`src/sv/gkcs_pkg.sv`:
```
// ----------------------------------------------------------------------------
// gkcs_pkg
// Shared widths, types and the reset value for the graph coloring search block.
// ----------------------------------------------------------------------------
package gkcs_pkg;

  localparam int unsigned ROW_W   = 16;
  localparam int unsigned COLOR_W = 5;
  localparam int unsigned TRY_W   = COLOR_W + 1;

  localparam logic [COLOR_W-1:0] NUM_COLORS_RST = 5'd3;

  typedef logic [ROW_W-1:0]   row_t;
  typedef logic [COLOR_W-1:0] color_t;
  typedef logic [TRY_W-1:0]   try_t;

endpackage

```
`src/sv/graph_k_coloring_search.sv`:
```
// Each accepted row within the vertex limit is stored; a non-final row gives no result.
// After the final row, S_CLEAR zeroes the color store for the rows loaded, then the
// search runs: S_FETCH and S_FWAIT fetch a vertex, S_TRY tries each color, S_SCAN_RD and
// S_SCAN_CMP check each vertex index against it, S_SCAN_RD places it; data dependent, result registered.
// Throughput: one row per cycle while loading; no input during a search or
// while a result waits. Async active-low reset clears control, num_colors=3.
// ----------------------------------------------------------------------------
// graph_k_coloring_search
// Loads adjacency rows, then decides k-colorability by backtracking search.
// ----------------------------------------------------------------------------
module graph_k_coloring_search #(
  parameter int unsigned MAX_VERTICES = 16
) (
  input  logic                         clk_i,
  input  logic                         rst_ni,
  input  logic                         cfg_we_i,
  input  logic [gkcs_pkg::COLOR_W-1:0] cfg_wdata_i,
  input  logic                         in_valid_i,
  output logic                         in_stall_o,
  input  logic [gkcs_pkg::ROW_W-1:0]   in_row_bits_i,
  input  logic                         in_last_row_i,
  output logic                         out_valid_o,
  input  logic                         out_stall_i,
  output logic                         out_colorable_o,
  output logic                         out_row_overflow_o
);

  localparam int unsigned VW = (MAX_VERTICES > 1) ? $clog2(MAX_VERTICES) : 1;
  localparam int unsigned CW = $clog2(MAX_VERTICES + 1);
  localparam int unsigned SCAN_MAX =
    (MAX_VERTICES < gkcs_pkg::ROW_W) ? MAX_VERTICES : gkcs_pkg::ROW_W;

  typedef enum logic [2:0] {
    S_LOAD,
    S_CLEAR,
    S_FETCH,
    S_FWAIT,
    S_TRY,
    S_SCAN_RD,
    S_SCAN_CMP
  } state_e;

  state_e                  state_q;
  gkcs_pkg::color_t        num_colors_q;
  logic [CW-1:0]           rows_q;
  logic [CW-1:0]           v_q;
  logic [CW-1:0]           i_q;
  logic                    ovf_q;
  gkcs_pkg::try_t          c_q;
  gkcs_pkg::row_t          row_q;
  gkcs_pkg::row_t          sh_q;
  logic                    out_valid_q;
  logic                    out_colorable_q;
  logic                    out_ovf_q;

  gkcs_pkg::row_t          adj_mem [MAX_VERTICES];
  gkcs_pkg::row_t          adj_rdata_q;
  gkcs_pkg::color_t        col_mem [MAX_VERTICES];
  gkcs_pkg::color_t        col_rdata_q;

  logic                    in_acc;
  logic                    adj_we;
  logic                    col_we;
  logic [VW-1:0]           col_waddr;
  gkcs_pkg::color_t        col_wdata;
  logic [VW-1:0]           col_raddr;
  logic [CW-1:0]           lim;
  logic [CW-1:0]           v_inc;
  logic                    c_over;
  logic                    found;

  assign in_stall_o = (state_q != S_LOAD) || out_valid_q;
  assign in_acc     = in_valid_i && !in_stall_o;
  assign adj_we     = in_acc && (rows_q < CW'(MAX_VERTICES));
  assign lim        = (rows_q < CW'(SCAN_MAX)) ? rows_q : CW'(SCAN_MAX);
  assign v_inc      = v_q + CW'(1);
  assign c_over     = c_q > {1'b0, num_colors_q};
  assign found      = (state_q == S_SCAN_RD) && (i_q == lim);

  always_comb begin
    col_we    = 1'b0;
    col_waddr = v_q[VW-1:0];
    col_wdata = '0;
    col_raddr = v_q[VW-1:0];
    case (state_q)
      S_CLEAR: begin
        col_we    = 1'b1;
        col_waddr = i_q[VW-1:0];
      end
      S_TRY: begin
        col_we = c_over;
      end
      S_SCAN_RD: begin
        col_raddr = i_q[VW-1:0];
        col_we    = found;
        col_wdata = c_q[gkcs_pkg::COLOR_W-1:0];
      end
      default: begin
      end
    endcase
  end

  always_ff @(posedge clk_i) begin
    if (adj_we) begin
      adj_mem[rows_q[VW-1:0]] <= in_row_bits_i;
    end
    adj_rdata_q <= adj_mem[v_q[VW-1:0]];
  end

  always_ff @(posedge clk_i) begin
    if (col_we) begin
      col_mem[col_waddr] <= col_wdata;
    end
    col_rdata_q <= col_mem[col_raddr];
  end

  always_ff @(posedge clk_i or negedge rst_ni) begin
    if (!rst_ni) begin
      state_q         <= S_LOAD;
      num_colors_q    <= gkcs_pkg::NUM_COLORS_RST;
      rows_q          <= '0;
      v_q             <= '0;
      i_q             <= '0;
      ovf_q           <= 1'b0;
      c_q             <= '0;
      row_q           <= '0;
      sh_q            <= '0;
      out_valid_q     <= 1'b0;
      out_colorable_q <= 1'b0;
      out_ovf_q       <= 1'b0;
    end else begin
      if (cfg_we_i) begin
        num_colors_q <= cfg_wdata_i;
      end
      if (out_valid_q && !out_stall_i) begin
        out_valid_q <= 1'b0;
      end
      case (state_q)
        S_LOAD: begin
          if (in_acc) begin
            if (adj_we) begin
              rows_q <= rows_q + CW'(1);
            end else begin
              ovf_q <= 1'b1;
            end
            if (in_last_row_i) begin
              i_q     <= '0;
              state_q <= S_CLEAR;
            end
          end
        end
        S_CLEAR: begin
          i_q <= i_q + CW'(1);
          if (i_q == rows_q - CW'(1)) begin
            v_q     <= '0;
            state_q <= S_FETCH;
          end
        end
        S_FETCH: begin
          state_q <= S_FWAIT;
        end
        S_FWAIT: begin
          row_q   <= adj_rdata_q;
          c_q     <= {1'b0, col_rdata_q} + gkcs_pkg::TRY_W'(1);
          state_q <= S_TRY;
        end
        S_TRY: begin
          if (c_over) begin
            if (v_q == '0) begin
              out_valid_q     <= 1'b1;
              out_colorable_q <= 1'b0;
              out_ovf_q       <= ovf_q;
              ovf_q           <= 1'b0;
              rows_q          <= '0;
              state_q         <= S_LOAD;
            end else begin
              v_q     <= v_q - CW'(1);
              state_q <= S_FETCH;
            end
          end else begin
            i_q     <= '0;
            sh_q    <= row_q;
            state_q <= S_SCAN_RD;
          end
        end
        S_SCAN_RD: begin
          if (found) begin
            v_q <= v_inc;
            if (v_inc == rows_q) begin
              out_valid_q     <= 1'b1;
              out_colorable_q <= 1'b1;
              out_ovf_q       <= ovf_q;
              ovf_q           <= 1'b0;
              rows_q          <= '0;
              state_q         <= S_LOAD;
            end else begin
              state_q <= S_FETCH;
            end
          end else begin
            state_q <= S_SCAN_CMP;
          end
        end
        S_SCAN_CMP: begin
          if (sh_q[0] && ({1'b0, col_rdata_q} == c_q)) begin
            c_q     <= c_q + gkcs_pkg::TRY_W'(1);
            state_q <= S_TRY;
          end else begin
            i_q     <= i_q + CW'(1);
            sh_q    <= sh_q >> 1;
            state_q <= S_SCAN_RD;
          end
        end
        default: begin
          state_q <= S_LOAD;
        end
      endcase
    end
  end

  assign out_valid_o        = out_valid_q;
  assign out_colorable_o    = out_colorable_q;
  assign out_row_overflow_o = out_ovf_q;

  a_rows_bounded : assert property (@(posedge clk_i) disable iff (!rst_ni)
    rows_q <= CW'(MAX_VERTICES))
    else $error("row count beyond vertex limit");

  a_vertex_bounded : assert property (@(posedge clk_i) disable iff (!rst_ni)
    (state_q != S_LOAD && state_q != S_CLEAR) |-> (v_q < rows_q))
    else $error("search vertex outside loaded graph");

  a_color_range : assert property (@(posedge clk_i) disable iff (!rst_ni)
    (state_q == S_SCAN_RD || state_q == S_SCAN_CMP) |->
      (c_q != '0 && c_q <= {1'b0, num_colors_q}))
    else $error("scanned color out of range");

  a_result_from_search : assert property (@(posedge clk_i) disable iff (!rst_ni)
    $rose(out_valid_o) |-> ($past(state_q) == S_TRY || $past(state_q) == S_SCAN_RD))
    else $error("result item without a finished search");

endmodule
```
`config.mk`:
```
export PLATFORM = sky130hd
export DESIGN_NAME = graph_k_coloring_search
export DESIGN_NICKNAME = d
export VERILOG_FILES = /design/src/sv/gkcs_pkg.sv /design/src/sv/graph_k_coloring_search.sv
export SDC_FILE = /design/constraint.sdc
export NUM_CORES = 1
export LEC_CHECK = 0
export BUFFER_PORTS_ARGS = -buffer_cell sky130_fd_sc_hd__buf_2
export CAP_MARGIN = 10
export CORE_ASPECT_RATIO = 1.4
export CORE_MARGIN = 2
export CORE_UTILIZATION = 40
export DETAILED_ROUTE_END_ITERATION = 8
export HOLD_SLACK_MARGIN = 0.15
export PLACE_DENSITY_LB_ADDON = 0.12
export SLEW_MARGIN = 5
export SYNTH_ARGS = -nofsm -noshare
export SYNTH_HDL_FRONTEND = slang
export SYNTH_SLANG_ARGS = --single-unit
```
`constraint.sdc`:
```
create_clock -name clk_i -period 7.85 [get_ports clk_i]
set_input_delay 1.1775 -clock clk_i [delete_from_list [all_inputs] [get_ports clk_i]]
set_output_delay 1.1775 -clock clk_i [all_outputs]
set_load 0.005 [all_outputs]
```
==> Word-level counts from Yosys, hierarchy flattened <==
Memories as Yosys holds them, arrays and structs flattened. A register that Yosys moved wholly into a read port is not among the register bits.
Cells that the tools add are included.
{ "word_totals": {"reg_bits": 65, "wordCells": 132, "output_inout_bits": 4, "mem_count": 2, "ram_bits": 336, "in_bits": 27} }
{ "mem_list": {"columns": ["memory", "words", "word_bits", "rd", "rd_ports_with_merged_regs", "write_ports", "line_no", "text"], "rows": [
  ["adj_mem", 16, 16, 1, 1, 1, "graph_k_coloring_search.sv:56", "gkcs_pkg::row_t adj_mem [MAX_VERTICES];"],
  ["col_mem", 16, 5, 1, 1, 1, "graph_k_coloring_search.sv:58", "gkcs_pkg::color_t col_mem [MAX_VERTICES];"]
]} }
{ "op_classes": {"muxes": 61, "reduce_logical": 25, "addsub": 7, "n_eq_ne": 23, "magnitude_cmp": 2} }
{ "ops": {"columns": ["cell", "n"], "rows": [
  ["$mux 5", 16],
  ["$mux 16", 2],
  ["$pmux 16 s2", 1],
  ["$pmux 5 s3", 2],
  ["$ne 2x2->1 const B", 12],
  ["$mux 1", 22],
  ["$pmux 3 s7", 1],
  ["$pmux 5 s4", 1],
  ["$add 5x1->5 const B", 3],
  ["$eq 5x5->1", 3],
  ["$mux 3", 5],
  ["$reduce_and 5->1", 3],
  ["$reduce_and 7->1", 2],
  ["$pmux 6 s2", 1],
  ["$sub 5x1->5 const B", 2],
  ["$eq 3x3->1 const B", 3],
  ["$reduce_bool 3->1", 3],
  ["$mux 4", 2],
  ["$add 5x1->6 const B", 1],
  ["$add 6x1->6 const B", 1],
  ["$eq 3x2->1 const B", 2],
  ["$eq 5x6->1", 1],
  ["$gt 6x5->1", 1],
  ["$mux 6", 1],
  ["15 further kinds", 27]
]} }

==> Depth between registers and ports, before layout <==
{ "logic_depth": {"word_depth": 8, "depth_mapped": 11, "mapped_depth_nobuf": 8} }

==> Worst setup path before layout <==
No wires, ideal clock.
{ "synth_path": {"kind": "in2reg", "from": "in in_valid_i", "to": "mem adj_mem[3][0] (netlist name), enable pin", "n_path_buf": 0, "arrival_ns": 3.075, "stages": 4, "t_required_ns": 7.441, "setup_time_ns": 0.409, "slack_ns": 4.366, "cell_sequence": "nor2b_1 -> nor3b_2 -> nand2_1 -> nor3_1"} }
{ "synth_between": {"elab_chain_len": 4} }
{ "synth_rtl": {"columns": ["item", "line_no", "text"], "rows": [
  ["start, declared", "graph_k_coloring_search.sv:18", "input logic in_valid_i,"],
  ["$logic_and 1x1->1", "graph_k_coloring_search.sv:73", "assign in_acc = in_valid_i && !in_stall_o;"],
  ["$logic_and 1x1->1", "graph_k_coloring_search.sv:74", "assign adj_we = in_acc && (rows_q < CW'(MAX_VERTICES));"],
  ["$mux 1", "graph_k_coloring_search.sv:104", "if (adj_we) begin"],
  ["$mux 1 (implied by the code)", "graph_k_coloring_search.sv:105", "adj_mem[rows_q[VW-1:0]] <= in_row_bits_i;"],
  ["end, declared", "graph_k_coloring_search.sv:56", null]
]} }
Every way passes these cells.

==> Worst setup path in the final report <==
{ "layout_path": {"from": "reg state_q[0]", "to": "mem adj_mem[15][1] (netlist name), enable pin"} }
{ "layout_between": {"elab_chain_len": 7} }
{ "layout_rtl": {"columns": ["item", "line_no", "text"], "rows": [
  ["start, declared", "graph_k_coloring_search.sv:43", "state_e state_q;"],
  ["start signal, assigned", "graph_k_coloring_search.sv:119", "state_q <= S_LOAD;"],
  ["start signal, assigned", "graph_k_coloring_search.sv:148", "state_q <= S_CLEAR;"],
  ["start signal, assigned", "graph_k_coloring_search.sv:156", "state_q <= S_FETCH;"],
  ["$reduce_bool 3->1", "graph_k_coloring_search.sv:72", "assign in_stall_o = (state_q != S_LOAD) || out_valid_q;"],
  ["$logic_or 1x1->1", "graph_k_coloring_search.sv:72", null],
  ["$logic_not 1->1", "graph_k_coloring_search.sv:73", null],
  ["$logic_and 1x1->1", "graph_k_coloring_search.sv:73", null],
  ["$logic_and 1x1->1", "graph_k_coloring_search.sv:74", null],
  ["$mux 1", "graph_k_coloring_search.sv:104", null],
  ["$mux 1 (implied by the code)", "graph_k_coloring_search.sv:105", null]
]} }
Every way passes these cells.

==> summary.md <==
| Metric | Value |
|---|---|
| Status | `complete, no violations` |
| Initial DRC Count | `636` |
| Fin crit share | `~47%` |
| Post-CTS Resized | `0` |
| Syn avg cell area | `15.8 µm²` |
| Dpl ws | `between 4 and 5 ns` |
| Leak | `around 6.8 nW` |
| Global-route wire length before repair | `62.4 mm` |
| Hold path depth | `2` |
| Clk Tree Root Cell | `clkbuf_16` |
| Hold path start | `adj_rdata_q[11]$_DFF_P_` |
| RSZ-0062 raised after global routing | `false` |
| Worst-Skew Late Latency | `0.55 ns` |
| Final Max Tran Viols | `0` |
| Fin cells | `approximately 1700` |
| Peak VDD IR | `approximately 190 µV` |
| Most used DFF post-synth | `edfxtp_1` |
| Clk pin slew, worst setup/hold paths | `0.06 ns` |
| Critical path depth | `5` |
| Largest net degree at the start of global routing | `66` |
| Hold EP | `row_q[11]$_DFFE_PN0P_` |
| Pwr per Cell Area | `351 nW/µm²` |
| Chip height | `between 200 and 300 µm` |
| Flops & latches, synth | `~420` |
| Post-route worst setup slack | `~4.2 ns` |
| Full die area | `around 46000 µm²` |
| Post-CTS setup buffer count | `0` |
| Hold Crit Class | `register to register` |
| Post-synth EDFFs | `336` |
| Critical Path Source Type | `register` |
| Reg-to-reg slack, setup | `4.19 ns` |
| FF-to-FF End | `adj_mem[15][1]$_DFFE_PP_` |
| Area of placed instances | `around 18000 µm²` |
| Count of cell types in the netlist | `between 70 and 80` |
| Critical path buffer and inverter count | `1` |
| CP max stage cell | `nor2_2` |
| Synthesized area | `around 18000 µm²` |
| CP top delay family | `simple AND/OR/NAND/NOR gates` |
| Slew margin rel. | `about a third` |
| CP max FO | `23` |
| Post-DRT Antenna Nets | `0` |
| CTS tree | `done` |
| All-Layer GR Usage | `around 19%` |
| Vias | `roughly 9500` |
| Io pins | `31` |
| Initial antenna violation count | `1` |
| Max cap viols | `0` |
| Initial core utilization | `approximately two fifths` |
| H-tree level count | `2` |
| # nets final | `1181` |
| Fraction of registers with async set or reset after synthesis | `between 15 and 20%` |
| Slew @ Worst Pin | `roughly 1.0 ns` |
| Share of cells above drive strength 1 | `between 10% and 20%` |
| Clk sink count | `roughly 420` |
| Cts bufs inserted | `43` |
| Wire length per cell | `roughly 24 µm` |
| Hold Fails Final Rpt | `0` |
| Hold Buf Count CTS | `0` |
| Post-Synthesis Cells | `roughly 1100` |
| Crit end category | `register` |
| Finished layout cell area | `between 15000 and 20000 µm²` |
| RR Startpoint | `state_q[0]$_DFFE_PN0P_` |
| Yosys warns | `0` |
| Std-Cell Rows | `91` |
| Placer Congestion | `between 0.8 and 0.9` |
| Clk buf depth | `3` |
| ANT cells | `0` |
| Post-Syn Nets | `between 1000 and 1500` |
| Max Freq | `0.273 GHz` |
| Crit. Startpoint | `state_q[0]$_DFFE_PN0P_` |
| WP data arrival | `~3.8 ns` |
| Number of global-route vias before repair | `9625` |
| DRC Markers | `0` |
| Port-buffer cells | `30` |
| Die width | `roughly 180 µm` |
| Worst Clk Skew | `approximately 0.015 ns` |
| Vias per inst | `5.48` |
| Setup Viol. Count Final | `0` |
| Worst-case reg-to-reg path depth | `5` |
| Worst path required time | `8.01 ns` |
| Final wirelength | `between 40 and 50 mm` |
| Setup_tns | `0 ns` |
| Core Region | `43700 µm²` |
| CP Cell Sequence | `inv_1 -> nand3_1 -> nor3b_2 -> nand2_1 -> nor2_2` |
| Slowest Stage Delay on Critical Path | `around 0.86 ns` |
| Dpl hpwl | `about 28 mm` |
| Critical path class | `register to register` |
| Placed cells | `around 1700` |
| Final total power | `approximately 7 mW` |
| Grt ovf | `0` |
| Area grow syn2layout | `11.6%` |
| Seq/Total Area, Yosys | `around 70%` |
| Initial DRT Pass Iterations | `5` |
| Min cycle time layout | `3.66 ns` |
through the flow:
step	util (%)	hold slack (ns)
finish	45.0	0.419
global route	45.0	0.444
CTS	45.0	0.420
detailed placement	41.8	0.410
global placement	41.8	0.405
floorplan	-	0.398
Yosys cell counts (3+ instances only):
cell type  instances  share of area, %
a21oi_1           36               1.0
a22o_1             3              0.15
a22oi_1           16              0.68
a31oi_1            8              0.28
a41o_1             3              0.17
and3_1             5              0.18
buf_2             31              0.88
buf_4              7              0.30
buf_6              7              0.45
clkbuf_1          19              0.40
dfrtp_1           63               9.0
dfxtp_1           21               2.4
edfxtp_1         336                57
ha_1              15               1.1
inv_1             19              0.40
mux2_2             5              0.32
mux2i_1           35               2.0
mux4_2            80                10
nand2_1          149               3.2
nand2b_1           9              0.32
nand3_1           38               1.1
nand4_1           12              0.43
nor2_1            54               1.2
nor2b_1            3              0.11
nor3_1            13              0.37
nor3_2             3              0.17
o211ai_1          10              0.43
o21ai_0           30              0.85
o21ai_1            3             0.085
or3_1              3              0.11
xnor2_1            9              0.45
xor2_1             8              0.40
per-layer routing:
| metal | GRT usage, % | wire, µm |
|---|---|---|
| met3 | 2.16 | 1260 |
| met4 | 4.90 | 769 |
| met2 | 35.5 | 23400 |
| met1 | 22.0 | 16600 |
| met5 | 0 | 0 |
state kept, by name, indices dropped and copies added, names as in the netlist, 3 cells and up:
name          cells
adj_mem         256
adj_rdata_q      16
c_q               6
col_mem          80
col_rdata_q       5
i_q               5
num_colors_q      5
row_q            16
rows_q            5
sh_q             16
state_q           3
v_q               5
worst reg2reg max path, stage by stage (launching register included):
cell and delay [ns]:
dfrtp_1 0.68, inv_1 0.52, nand3_1 0.23, nor3b_2 0.59
nand2_1 0.39, nor2_2 0.86
power breakdown:
| group | total, mW | internal [mW] | switching, mW |
|---|---|---|---|
| sequential | 3.04 | 2.71 | 0.331 |
| combinational | 1.84 | 0.743 | 1.09 |
| clock | 2.03 | 1.19 | 0.836 |
worst max-delay path by stage:
stage	slack, ns	to
5_1_grt	4.01	adj_mem[3][2]$_DFFE_PP_
3_5_place_dp	4.12	adj_mem[7][11]$_DFFE_PP_
4_1_cts	4.23	adj_mem[7][11]$_DFFE_PP_
3_3_place_gp	4.11	adj_mem[7][11]$_DFFE_PP_
6_report	4.19	adj_mem[15][1]$_DFFE_PP_
2_1_floorplan	4.37	adj_mem[3][0]$_DFFE_PP_
kinds of logic (layout without fill, tap and decap cells):
group                      after synthesis  after routing  synth area share, %
adders and majority gates               15             15                 1.07
xor gates and xnor gates                17             17                0.845
buffers and inverters                   85            141                 2.48
and+or+nand+nor                        313            313                 8.45
muxes                                  124            124                 12.9
AOI/OAI and AO/OA                      137            137                 5.36
DFF                                    422            422                 68.9
layout by cell type, fill, tap and decap left out, types with 9 or more instances in the layout:
cell type / count
nand3_1: 38
ha_1: 15
a22oi_1: 16
nand2_1: 149
dfxtp_1: 21
mux4_2: 80
inv_1: 19
dfrtp_1: 60
xnor2_1: 9
clkbuf_1: 13
o211ai_1: 10
clkbuf_16: 45
mux2i_1: 35
o21ai_0: 30
nor3_1: 9
nand2b_1: 9
nor2_1: 42
a21oi_1: 36
edfxtp_1: 336
buf_4: 16
buf_2: 30
nor2_2: 12
nand4_1: 12
cell type report:
type	count	area [µm²]
Timing Repair Buffer	46	270
Multi-Input combinational cell	606	5090
Tap cell	558	698
Clock inverter	16	193
Clock buffer	59	1190
Fill cell	3896	24100
Inverter	20	75.1
Sequential cell	422	12100
Note: power is estimated with default switching activity, not from simulation.
